[src/rtl/core/kald_pkg.sv]
package kald_pkg;

   localparam int MAX_LEXEME = 32;
   localparam int LEN_W      = $clog2(MAX_LEXEME + 1);
   localparam int IDX_W      = $clog2(MAX_LEXEME);

   localparam int KW_NUM   = 8;
   localparam int KW_CHARS = 6;

   localparam logic [7:0] CH_LBRACE = 8'h7B;
   localparam logic [7:0] CH_RBRACE = 8'h7D;
   localparam logic [7:0] CH_COLON  = 8'h3A;
   localparam logic [7:0] CH_EQUAL  = 8'h3D;
   localparam logic [7:0] CH_LESS   = 8'h3C;
   localparam logic [7:0] CH_PLUS   = 8'h2B;
   localparam logic [7:0] CH_MINUS  = 8'h2D;
   localparam logic [7:0] CH_STAR   = 8'h2A;
   localparam logic [7:0] CH_SLASH  = 8'h2F;
   localparam logic [7:0] CH_LPAREN = 8'h28;
   localparam logic [7:0] CH_RPAREN = 8'h29;
   localparam logic [7:0] CH_SEMI   = 8'h3B;
   localparam logic [7:0] CH_SPACE  = 8'h20;
   localparam logic [7:0] CH_TAB    = 8'h09;
   localparam logic [7:0] CH_LF     = 8'h0A;

   typedef enum logic [4:0] {
      TK_ENDFILE = 5'd0,
      TK_ERROR   = 5'd1,
      TK_IF      = 5'd2,
      TK_THEN    = 5'd3,
      TK_ELSE    = 5'd4,
      TK_END     = 5'd5,
      TK_REPEAT  = 5'd6,
      TK_UNTIL   = 5'd7,
      TK_READ    = 5'd8,
      TK_WRITE   = 5'd9,
      TK_ID      = 5'd10,
      TK_NUM     = 5'd11,
      TK_ASSIGN  = 5'd12,
      TK_EQ      = 5'd13,
      TK_LT      = 5'd14,
      TK_PLUS    = 5'd15,
      TK_MINUS   = 5'd16,
      TK_TIMES   = 5'd17,
      TK_OVER    = 5'd18,
      TK_LPAREN  = 5'd19,
      TK_RPAREN  = 5'd20,
      TK_SEMI    = 5'd21
   } token_kind_type;

   typedef enum logic [2:0] {
      SC_START   = 3'd0,
      SC_ASSIGN  = 3'd1,
      SC_COMMENT = 3'd2,
      SC_NUM     = 3'd3,
      SC_ID      = 3'd4
   } scan_type;

   typedef enum logic [1:0] {
      CT_IDLE,
      CT_EMIT,
      CT_REPASS
   } ctrl_type;

   // lexeme store write: also feeds the keyword tracker
   typedef struct packed {
      logic             wr;
      logic [IDX_W-1:0] addr;
      logic [7:0]       data;
   } lex_wr_type;

   // keywords, left-justified, zero padded
   localparam logic [8*KW_CHARS-1:0] KW_TEXT [KW_NUM] = '{
      {"else", 16'h0}, {"end", 24'h0}, {"if", 32'h0}, {"read", 16'h0},
      {"repeat"}, {"then", 16'h0}, {"until", 8'h0}, {"write", 8'h0}
   };
   localparam int KW_LEN [KW_NUM] = '{4, 3, 2, 4, 6, 4, 5, 5};
   localparam token_kind_type KW_KIND [KW_NUM] = '{
      TK_ELSE, TK_END, TK_IF, TK_READ, TK_REPEAT, TK_THEN, TK_UNTIL, TK_WRITE
   };

   function automatic logic is_digit(input logic [7:0] c);
      return (c >= 8'h30) && (c <= 8'h39);
   endfunction

   function automatic logic is_alpha(input logic [7:0] c);
      return ((c >= 8'h61) && (c <= 8'h7A)) || ((c >= 8'h41) && (c <= 8'h5A));
   endfunction

   function automatic token_kind_type single_kind(input logic [7:0] c);
      token_kind_type k;
      case (c)
         CH_EQUAL:  k = TK_EQ;
         CH_LESS:   k = TK_LT;
         CH_PLUS:   k = TK_PLUS;
         CH_MINUS:  k = TK_MINUS;
         CH_STAR:   k = TK_TIMES;
         CH_SLASH:  k = TK_OVER;
         CH_LPAREN: k = TK_LPAREN;
         CH_RPAREN: k = TK_RPAREN;
         CH_SEMI:   k = TK_SEMI;
         default:   k = TK_ERROR;
      endcase
      return k;
   endfunction

endpackage

[src/rtl/core/kald_lexeme_mem.sv]
module kald_lexeme_mem (
   input  logic                      clock,
   input  kald_pkg::lex_wr_type      wr,
   input  logic                      rd_en,
   input  logic [kald_pkg::IDX_W-1:0] rd_addr,
   output logic [7:0]                rd_data
);

   logic [7:0] mem [kald_pkg::MAX_LEXEME];
   logic [7:0] rd_data_ff;

   always_ff @(posedge clock) begin
      if (wr.wr) begin
         mem[wr.addr] <= wr.data;
      end
      if (rd_en) begin
         rd_data_ff <= mem[rd_addr];
      end
   end

   assign rd_data = rd_data_ff;

endmodule

[src/rtl/core/kald_kw_match.sv]
module kald_kw_match (
   input  logic                       clock,
   input  kald_pkg::lex_wr_type       wr,
   input  logic [kald_pkg::LEN_W-1:0] count,
   output kald_pkg::token_kind_type   word_kind
);

   logic [kald_pkg::KW_NUM-1:0] match_ff;
   logic [kald_pkg::KW_NUM-1:0] match_in;
   logic [kald_pkg::KW_NUM-1:0] hit;

   // per-keyword byte compare at the write position
   always_comb begin
      for (int k = 0; k < kald_pkg::KW_NUM; k++) begin
         hit[k] = 1'b0;
         if (int'(wr.addr) < kald_pkg::KW_LEN[k]) begin
            hit[k] = (kald_pkg::KW_TEXT[k][8*(kald_pkg::KW_CHARS-1-int'(wr.addr)) +: 8]
                      == wr.data);
         end
      end
   end

   always_comb begin
      match_in = match_ff;
      if (wr.wr) begin
         match_in = (wr.addr == '0) ? hit : (match_ff & hit);
      end
   end

   always_comb begin
      word_kind = kald_pkg::TK_ID;
      for (int k = 0; k < kald_pkg::KW_NUM; k++) begin
         if (match_ff[k] && (count == kald_pkg::LEN_W'(kald_pkg::KW_LEN[k]))) begin
            word_kind = kald_pkg::KW_KIND[k];
         end
      end
   end

   always_ff @(posedge clock) begin
      match_ff <= match_in;
   end

endmodule

[src/rtl/core/keyword_aware_lexer_dfa.sv]
// Lexical scanner with keyword lookup. Each request carries one source byte
// (req_tdata) or an end-of-input mark (req_tuser). A finished token of n
// lexeme bytes is streamed from the lexeme memory one byte per cycle while
// rsp_tready is high, through the memory's registered read (one item for a
// token with an empty lexeme); a byte that ends a token is then scanned again
// from the start state, which may start a second token. Requests are taken
// only between tokens, while no token is being streamed. Lexemes are clamped
// at MAX_LEXEME bytes.
module keyword_aware_lexer_dfa (
   input  logic        clock,
   input  logic        reset,
   input  logic        req_tvalid,
   output logic        req_tready,
   input  logic [7:0]  req_tdata,  // [7:0] char_in
   input  logic        req_tuser,  // [0] end_of_input
   output logic        rsp_tvalid,
   input  logic        rsp_tready,
   output logic [23:0] rsp_tdata,  // [7:0] lexeme_byte, [12:8] lexeme_index,
                                   // [18:13] lexeme_length, [23:19] zero
   output logic [4:0]  rsp_tuser,  // [4:0] token_kind
   output logic        rsp_tlast
);

   localparam int LW = kald_pkg::LEN_W;
   localparam int IW = kald_pkg::IDX_W;

   kald_pkg::ctrl_type       ctrl_ff, ctrl_in;
   kald_pkg::scan_type       scan_ff, scan_in;
   logic [LW-1:0]            count_ff, count_in;
   logic [7:0]               byte_ff, byte_in;
   logic                     eof_ff, eof_in;
   logic                     repass_ff, repass_in;
   kald_pkg::token_kind_type kind_ff, kind_in;
   logic [LW-1:0]            len_ff, len_in;
   logic [LW-1:0]            rd_idx_ff, rd_idx_in;
   logic                     rd_valid_ff, rd_valid_in;
   logic [IW-1:0]            rdi_ff, rdi_in;

   logic                     out_valid_ff, out_valid_in;
   kald_pkg::token_kind_type out_kind_ff, out_kind_in;
   logic [7:0]               out_byte_ff, out_byte_in;
   logic [IW-1:0]            out_idx_ff, out_idx_in;
   logic [LW-1:0]            out_len_ff, out_len_in;
   logic                     out_last_ff, out_last_in;

   // scan pass
   logic                     pass_go;
   logic [7:0]               p_c;
   logic                     p_eof;
   kald_pkg::scan_type       p_scan;
   logic                     p_clr, p_save, p_em, p_rp;
   kald_pkg::token_kind_type p_kind;
   logic [LW-1:0]            p_base, p_after;
   logic                     p_wr;

   kald_pkg::lex_wr_type     lex_wr;
   kald_pkg::token_kind_type word_kind;
   logic [7:0]               mem_rdata;

   // emission
   logic                     out_free, empty_tok, rd_en, load_mem, load_empty;
   logic                     mem_last, emit_done;

   assign pass_go = ((ctrl_ff == kald_pkg::CT_IDLE) && req_tvalid) ||
                    (ctrl_ff == kald_pkg::CT_REPASS);
   assign p_c     = (ctrl_ff == kald_pkg::CT_REPASS) ? byte_ff : req_tdata;
   assign p_eof   = (ctrl_ff == kald_pkg::CT_REPASS) ? eof_ff : req_tuser;

   always_comb begin
      p_scan = scan_ff;
      p_clr  = 1'b0;
      p_save = 1'b0;
      p_em   = 1'b0;
      p_rp   = 1'b0;
      p_kind = kald_pkg::TK_ERROR;
      unique case (scan_ff)
         kald_pkg::SC_COMMENT: begin
            if (p_eof) begin
               p_scan = kald_pkg::SC_START;
               p_clr  = 1'b1;
               p_em   = 1'b1;
               p_kind = kald_pkg::TK_ENDFILE;
            end else if (p_c == kald_pkg::CH_RBRACE) begin
               p_scan = kald_pkg::SC_START;
            end
         end
         kald_pkg::SC_ASSIGN: begin
            p_scan = kald_pkg::SC_START;
            p_em   = 1'b1;
            if (!p_eof && (p_c == kald_pkg::CH_EQUAL)) begin
               p_save = 1'b1;
               p_kind = kald_pkg::TK_ASSIGN;
            end else begin
               p_rp   = 1'b1;
            end
         end
         kald_pkg::SC_NUM: begin
            if (!p_eof && kald_pkg::is_digit(p_c)) begin
               p_save = 1'b1;
            end else begin
               p_scan = kald_pkg::SC_START;
               p_em   = 1'b1;
               p_rp   = 1'b1;
               p_kind = kald_pkg::TK_NUM;
            end
         end
         kald_pkg::SC_ID: begin
            if (!p_eof && kald_pkg::is_alpha(p_c)) begin
               p_save = 1'b1;
            end else begin
               p_scan = kald_pkg::SC_START;
               p_em   = 1'b1;
               p_rp   = 1'b1;
               p_kind = word_kind;
            end
         end
         default: begin
            p_scan = kald_pkg::SC_START;
            p_clr  = 1'b1;
            if (p_eof) begin
               p_em   = 1'b1;
               p_kind = kald_pkg::TK_ENDFILE;
            end else if (kald_pkg::is_digit(p_c)) begin
               p_save = 1'b1;
               p_scan = kald_pkg::SC_NUM;
            end else if (kald_pkg::is_alpha(p_c)) begin
               p_save = 1'b1;
               p_scan = kald_pkg::SC_ID;
            end else if (p_c == kald_pkg::CH_COLON) begin
               p_save = 1'b1;
               p_scan = kald_pkg::SC_ASSIGN;
            end else if ((p_c == kald_pkg::CH_SPACE) || (p_c == kald_pkg::CH_TAB) ||
                         (p_c == kald_pkg::CH_LF)) begin
               p_scan = kald_pkg::SC_START;
            end else if (p_c == kald_pkg::CH_LBRACE) begin
               p_scan = kald_pkg::SC_COMMENT;
            end else begin
               p_save = 1'b1;
               p_em   = 1'b1;
               p_kind = kald_pkg::single_kind(p_c);
            end
         end
      endcase
   end

   assign p_base  = p_clr ? '0 : count_ff;
   assign p_wr    = p_save && (p_base < LW'(kald_pkg::MAX_LEXEME));
   assign p_after = p_base + LW'(p_wr);

   assign lex_wr.wr   = pass_go && p_wr;
   assign lex_wr.addr = p_base[IW-1:0];
   assign lex_wr.data = p_c;

   kald_lexeme_mem u_mem (
      .clock   (clock),
      .wr      (lex_wr),
      .rd_en   (rd_en),
      .rd_addr (rd_idx_ff[IW-1:0]),
      .rd_data (mem_rdata)
   );

   kald_kw_match u_kw (
      .clock     (clock),
      .wr        (lex_wr),
      .count     (count_ff),
      .word_kind (word_kind)
   );

   assign out_free   = !out_valid_ff || rsp_tready;
   assign empty_tok  = (len_ff == '0);
   assign rd_en      = (ctrl_ff == kald_pkg::CT_EMIT) && !empty_tok &&
                       (rd_idx_ff < len_ff) && (!rd_valid_ff || out_free);
   assign load_mem   = (ctrl_ff == kald_pkg::CT_EMIT) && rd_valid_ff && out_free;
   assign load_empty = (ctrl_ff == kald_pkg::CT_EMIT) && empty_tok && out_free;
   assign mem_last   = ((LW'(rdi_ff) + LW'(1)) == len_ff);
   assign emit_done  = load_empty || (load_mem && mem_last);

   always_comb begin
      ctrl_in = ctrl_ff;
      unique case (ctrl_ff)
         kald_pkg::CT_IDLE: begin
            if (req_tvalid && p_em) begin
               ctrl_in = kald_pkg::CT_EMIT;
            end
         end
         kald_pkg::CT_EMIT: begin
            if (emit_done) begin
               ctrl_in = repass_ff ? kald_pkg::CT_REPASS : kald_pkg::CT_IDLE;
            end
         end
         kald_pkg::CT_REPASS: begin
            ctrl_in = p_em ? kald_pkg::CT_EMIT : kald_pkg::CT_IDLE;
         end
         default: begin
            ctrl_in = kald_pkg::CT_IDLE;
         end
      endcase
   end

   always_comb begin
      req_tready = (ctrl_ff == kald_pkg::CT_IDLE);
   end

   always_comb begin
      scan_in     = scan_ff;
      count_in    = count_ff;
      byte_in     = byte_ff;
      eof_in      = eof_ff;
      repass_in   = repass_ff;
      kind_in     = kind_ff;
      len_in      = len_ff;
      rd_idx_in   = rd_idx_ff;
      rdi_in      = rdi_ff;
      rd_valid_in = rd_valid_ff;
      if (pass_go) begin
         scan_in  = p_scan;
         count_in = p_em ? '0 : p_after;
         if (p_em) begin
            kind_in   = p_kind;
            len_in    = p_after;
            repass_in = p_rp;
            rd_idx_in = '0;
         end
      end
      if ((ctrl_ff == kald_pkg::CT_IDLE) && req_tvalid) begin
         byte_in = req_tdata;
         eof_in  = req_tuser;
      end
      if (rd_en) begin
         rd_idx_in   = rd_idx_ff + LW'(1);
         rdi_in      = rd_idx_ff[IW-1:0];
         rd_valid_in = 1'b1;
      end else if (load_mem) begin
         rd_valid_in = 1'b0;
      end
   end

   always_comb begin
      out_valid_in = out_valid_ff && !rsp_tready;
      out_kind_in  = out_kind_ff;
      out_byte_in  = out_byte_ff;
      out_idx_in   = out_idx_ff;
      out_len_in   = out_len_ff;
      out_last_in  = out_last_ff;
      if (load_mem) begin
         out_valid_in = 1'b1;
         out_kind_in  = kind_ff;
         out_byte_in  = mem_rdata;
         out_idx_in   = rdi_ff;
         out_len_in   = len_ff;
         out_last_in  = mem_last;
      end else if (load_empty) begin
         out_valid_in = 1'b1;
         out_kind_in  = kind_ff;
         out_byte_in  = '0;
         out_idx_in   = '0;
         out_len_in   = '0;
         out_last_in  = 1'b1;
      end
   end

   always_ff @(posedge clock) begin
      if (reset) begin
         ctrl_ff      <= kald_pkg::CT_IDLE;
         scan_ff      <= kald_pkg::SC_START;
         count_ff     <= '0;
         rd_valid_ff  <= 1'b0;
         out_valid_ff <= 1'b0;
      end else begin
         ctrl_ff      <= ctrl_in;
         scan_ff      <= scan_in;
         count_ff     <= count_in;
         rd_valid_ff  <= rd_valid_in;
         out_valid_ff <= out_valid_in;
      end
   end

   always_ff @(posedge clock) begin
      byte_ff     <= byte_in;
      eof_ff      <= eof_in;
      repass_ff   <= repass_in;
      kind_ff     <= kind_in;
      len_ff      <= len_in;
      rd_idx_ff   <= rd_idx_in;
      rdi_ff      <= rdi_in;
      out_kind_ff <= out_kind_in;
      out_byte_ff <= out_byte_in;
      out_idx_ff  <= out_idx_in;
      out_len_ff  <= out_len_in;
      out_last_ff <= out_last_in;
   end

   assign rsp_tvalid = out_valid_ff;
   assign rsp_tuser  = out_kind_ff;
   assign rsp_tlast  = out_last_ff;
   assign rsp_tdata  = {5'b0, 6'(out_len_ff), 5'(out_idx_ff), out_byte_ff};

`ifndef SYNTHESIS
   a_rd_in_emit : assert property (@(posedge clock) disable iff (reset)
      rd_valid_ff |-> (ctrl_ff == kald_pkg::CT_EMIT))
      else $error("lexeme read pending outside emission");

   a_count_clamp : assert property (@(posedge clock) disable iff (reset)
      count_ff <= LW'(kald_pkg::MAX_LEXEME))
      else $error("lexeme count beyond clamp");

   a_no_wr_emit : assert property (@(posedge clock) disable iff (reset)
      (ctrl_ff == kald_pkg::CT_EMIT) |-> !lex_wr.wr)
      else $error("lexeme store written while streaming");

   a_mid_token : assert property (@(posedge clock) disable iff (reset)
      (rsp_tvalid && !rsp_tlast) |-> (ctrl_ff == kald_pkg::CT_EMIT))
      else $error("token left unfinished");
`endif

endmodule
[config.mk]
export PLATFORM = sky130hd
export DESIGN_NAME = keyword_aware_lexer_dfa
export DESIGN_NICKNAME = d
export VERILOG_FILES = /design/src/rtl/core/kald_pkg.sv /design/src/rtl/core/kald_lexeme_mem.sv /design/src/rtl/core/kald_kw_match.sv /design/src/rtl/core/keyword_aware_lexer_dfa.sv
export SDC_FILE = /design/constraint.sdc
export NUM_CORES = 1
export LEC_CHECK = 0
export BUFFER_PORTS_ARGS = -buffer_cell sky130_fd_sc_hd__buf_2
export CAP_MARGIN = 30
export CELL_PAD_IN_SITES_DETAIL_PLACEMENT = 0
export CELL_PAD_IN_SITES_GLOBAL_PLACEMENT = 1
export CORE_ASPECT_RATIO = 0.6
export CORE_UTILIZATION = 35
export DETAILED_ROUTE_END_ITERATION = 10
export GPL_ROUTABILITY_DRIVEN = 0
export HOLD_SLACK_MARGIN = 0.05
export PLACE_DENSITY_LB_ADDON = 0.15
export SETUP_SLACK_MARGIN = 0.02
export SLEW_MARGIN = 10
export SYNTH_ARGS = -nofsm -noshare
export SYNTH_HDL_FRONTEND = slang
export SYNTH_HIERARCHICAL = 1
export SYNTH_SLANG_ARGS = --single-unit
[constraint.sdc]
create_clock -name clock -period 4.2 [get_ports clock]
set_clock_uncertainty 0.1 [all_clocks]
set_input_delay 0.42 -clock clock [delete_from_list [all_inputs] [get_ports clock]]
set_output_delay 0.42 -clock clock [all_outputs]
set_load 0.01 [all_outputs]
==> results.txt <==
* Overall die height: 165 µm
- Endpoint type of the worst setup path: register
- Data on the critical path is required at its endpoint by 4410 ps.
- The Yosys step of the flow raised 6 warnings.
- Summed over all cells, the static leakage comes to 5.93 nW.
- Total negative slack for setup checks: 0 ps
- Share of final-layout standard cells stronger than drive strength 1: 27.9%
- Count of final max-slew check failures: 0
* Max-cap violations: 0
- Among all flip-flop cells after synthesis, the most frequent one is edfxtp_1.
- Counting distinct cell types in the post-synthesis netlist gives 86.
- Synthesis inferred 342 register bits.
* Fraction of registers with async set/reset: 0%
- Tmin final: 4000 ps
- edfxtp_1 takes more of the synthesized area than any other cell.
- Worst path arrival time: 4210 ps
- For this run, the total global-route usage over all layers was measured as 18.0%.
- Net count, final: 1104
* Cell types occupying the most area after synthesis: edfxtp_1 63%, mux4_2 12%, nor2_1 2.2%
* Cells along the critical path: nand2b_4, mux2i_4, a21oi_1, o21ai_2, buf_4, and2_2, or3_1, a2111oi_4, xor2_1, or4b_1, nor4_1
- In this run the worst path has a maximum fanout of 23.
* Status: finished, violations left
* Average cell area after synthesis: 16.1 µm²
- For this configuration, the core starts out at a cell density of 35.7%.
- TritonCTS built the clock tree.
- The number of endpoints with negative hold slack in the final report is 0.
- Insertion delay to the later sink of the worst-skew pair: 520 ps
- 45 I/O pins were placed.
- Critical Setup Path Class: register to register
- Max incr delay on CP: 580 ps
* Number of input and output port buffers inserted: 39
* Violations in the final reports: DRC
- Die Outline Area: 45400 µm²
- Cells after Synth: 969
- CTS Sinks: 342
- STA classifies the critical path startpoint as a register.
- In this run, synthesis inferred 329 flip-flops with an integrated enable.
- The tightest hold path in the finished design has a slack of 84.5 ps.
- Commonest cells in the synthesized netlist: 329 x edfxtp_1, 92 x nor2_1, 80 x mux4_2
- Global-route wire length before repair: 58700 µm
* GRT overflow: 0
- Class of the worst hold path: primary input to register
- For this run, the top clock speed supported by timing is 250 MHz.
- For this design, the slowest cell found on the critical path is or3_1.
- For this run, the register share of the synthesized area comes to 65.1%.
- The worst pin sits at a relative slew slack of 40.7%.
- The final layout contains routed wiring with a total length of 40000 µm.
- Cell Rows: 59
- At the pin with the least slew margin, the transition time is 890 ps.
* DR iter-0 viols: 850
- Number of nets still failing antenna checks after routing: 0
* Count leader, synth: edfxtp_1
- The cell family contributing the most delay on the critical path is simple AND/OR/NAND/NOR gates.
* Area growth from synthesis to layout: 15.5%
- In this run the horizontal extent of the chip is 274 µm.
- After detailed routing, the average wire length per cell comes to 23.8 µm.
- Power spread over the standard cell area amounts to 457 nW/µm².
- IR analysis of the VDD net gives a maximum drop of 0.235 mV.
- In this run the number of H-tree levels came out at 2.
- Count of vias placed by the detailed router: 8949
- Unrepaired setup endpoints after global routing: no
- CTS placed an instance of clkbuf_16 at the clock tree root.
* DP HPWL: 27500 µm
- Counting the buffers created by CTS gives 34.
- After clock tree synthesis, the clock-pin slew on the worst setup and hold paths is 70 ps.
* Deepest clock path buffer count: 3
- Together, buffers and inverters on the worst path number 1.
- The mapped netlist covers 15600 µm².
- In the routed design, unresolved DRC markers number 26.
- The initial antenna violation count is 3.
- Largest net degree at the start of global routing: 67
- The filler cells instantiated in the layout total 3982.
- The via count of the first global-routing pass was 8315.
* Initial DRT Pass Iterations: 8
- Final setup violation count: 0
- In the routed layout, each cell is associated on average with a via count of 5.32.
- The top cell type by area accounts for 63.4% of the synthesized area.
- The final critical path takes up 95.2% of the cycle.
* Core box area: 43600 µm²
## state kept, by name, summed over array words and instances, names as in the netlist, 6 cells and up
| name | count |
|---|---|
| u_mem/mem | 256 |
| byte_ff | 8 |
| out_byte_ff | 8 |
| u_kw/match_ff | 8 |
| u_mem/rd_data | 8 |
| count_ff | 6 |
| len_ff | 6 |
| out_len_ff | 6 |
| rd_idx_ff | 6 |
## path summary, 6_finish.rpt
path / end / startpoint / cells past startpoint / slack, ps
setup / recovery: u_kw/match_ff[6] / ctrl_ff[1] / 11 / 200
hold / removal: eof_ff / req_tuser / 1 / 80
setup reg to reg: u_kw/match_ff[6] / ctrl_ff[1] / 11 / 200
hold reg to reg: rsp_tuser[3] / kind_ff[3] / 0 / 320
## final cells by class
type                       count  area (µm²)  share of cell area (%)
inverter                      22        82.6                   0.459
clock inverter                19         154                   0.856
sequential                   342       10100                    56.4
clock buffer                  42         912                    5.07
multi-input combinational    556        5100                    28.4
timing repair buffer         121         868                    4.83
antenna                        1        2.50                  0.0139
tap                          579         724                    4.03
## metrics by stage
| stage | cell area (µm²) | setup slack [ps] | cells | total power [W] | util (%) |
|---|---|---|---|---|---|
| finish | 18000 | 201 | 1682 | 0.00821 | 41.2 |
| global route | 18000 | 27.7 | 1681 | 0.00852 | 41.2 |
| CTS | 17900 | 43.6 | 1676 | 0.00830 | 41.1 |
| detailed placement | 16800 | 111 | 1612 | 0.00532 | 38.5 |
| global placement | 16800 | 81.2 | 1612 | 0.00533 | 38.5 |
| floorplan | 15600 | 21.6 | 973 | 0.00485 | - |
## cells in the final DEF (no fill, tap or decap), types with 4 or more instances in the layout
cell type,netlist,final
o211ai_1,4,4
conb_1,2,6
nand2b_1,8,8
xnor2_1,23,23
nor4_1,12,12
nor2b_1,4,4
clkbuf_16,0,35
mux4_2,80,80
and3_1,4,4
mux2_2,14,14
a21oi_1,26,26
inv_1,20,20
clkinv_1,1,5
buf_12,0,4
and4b_1,4,4
a22oi_1,5,5
ha_1,14,13
xor2_1,13,13
mux2i_1,7,7
nand2_1,33,33
dfxtp_1,13,13
and2_1,27,24
clkbuf_1,14,6
a22o_1,7,7
buf_2,12,39
buf_4,15,75
edfxtp_1,329,329
o21ai_0,20,19
nor4bb_1,6,6
a31oi_1,7,7
o22ai_1,11,10
or3_1,5,5
nor2_1,92,91
nand3b_1,12,12
clkinv_2,0,9
a31oi_2,4,4
nor3_1,19,18
nand3_1,17,15
## repair_timing
item / 4_1_cts / 5_1_grt
endpoints found under the hold margin: 3 / 0
setup endpoints to repair: 0 / 212
setup buffers: 0 / 5
hold buffers: 3 / 0
gates resized for setup: 0 / 9
## power breakdown
group	total [W]	internal [W]	switching, W
sequential	0.00395	0.00387	0.0000807
combinational	0.00129	0.000569	0.000718
clock	0.00297	0.00168	0.00129
total	0.00821	0.00612	0.00209
## routing by layer
metal	global-route usage, %	routed length, µm
met5	0	0
met4	2.88	364
met3	5.71	3730
met2	20.8	14100
met1	31.1	21800
## cell families after synthesis
| family | after synthesis | synth area share [%] |
|---|---|---|
| buffers and inverters | 75 | 2.51 |
| multiplexers | 105 | 13.4 |
| AND/OR/NAND/NOR | 269 | 9.43 |
| AO/OA/AOI/OAI | 126 | 6.30 |
| other | 2 | 0.0482 |
| flip-flops | 342 | 65.1 |
| adder cells (fa/ha/maj) | 14 | 1.12 |
| XOR/XNOR | 36 | 2.02 |
Power figures use the tool's default switching activity.
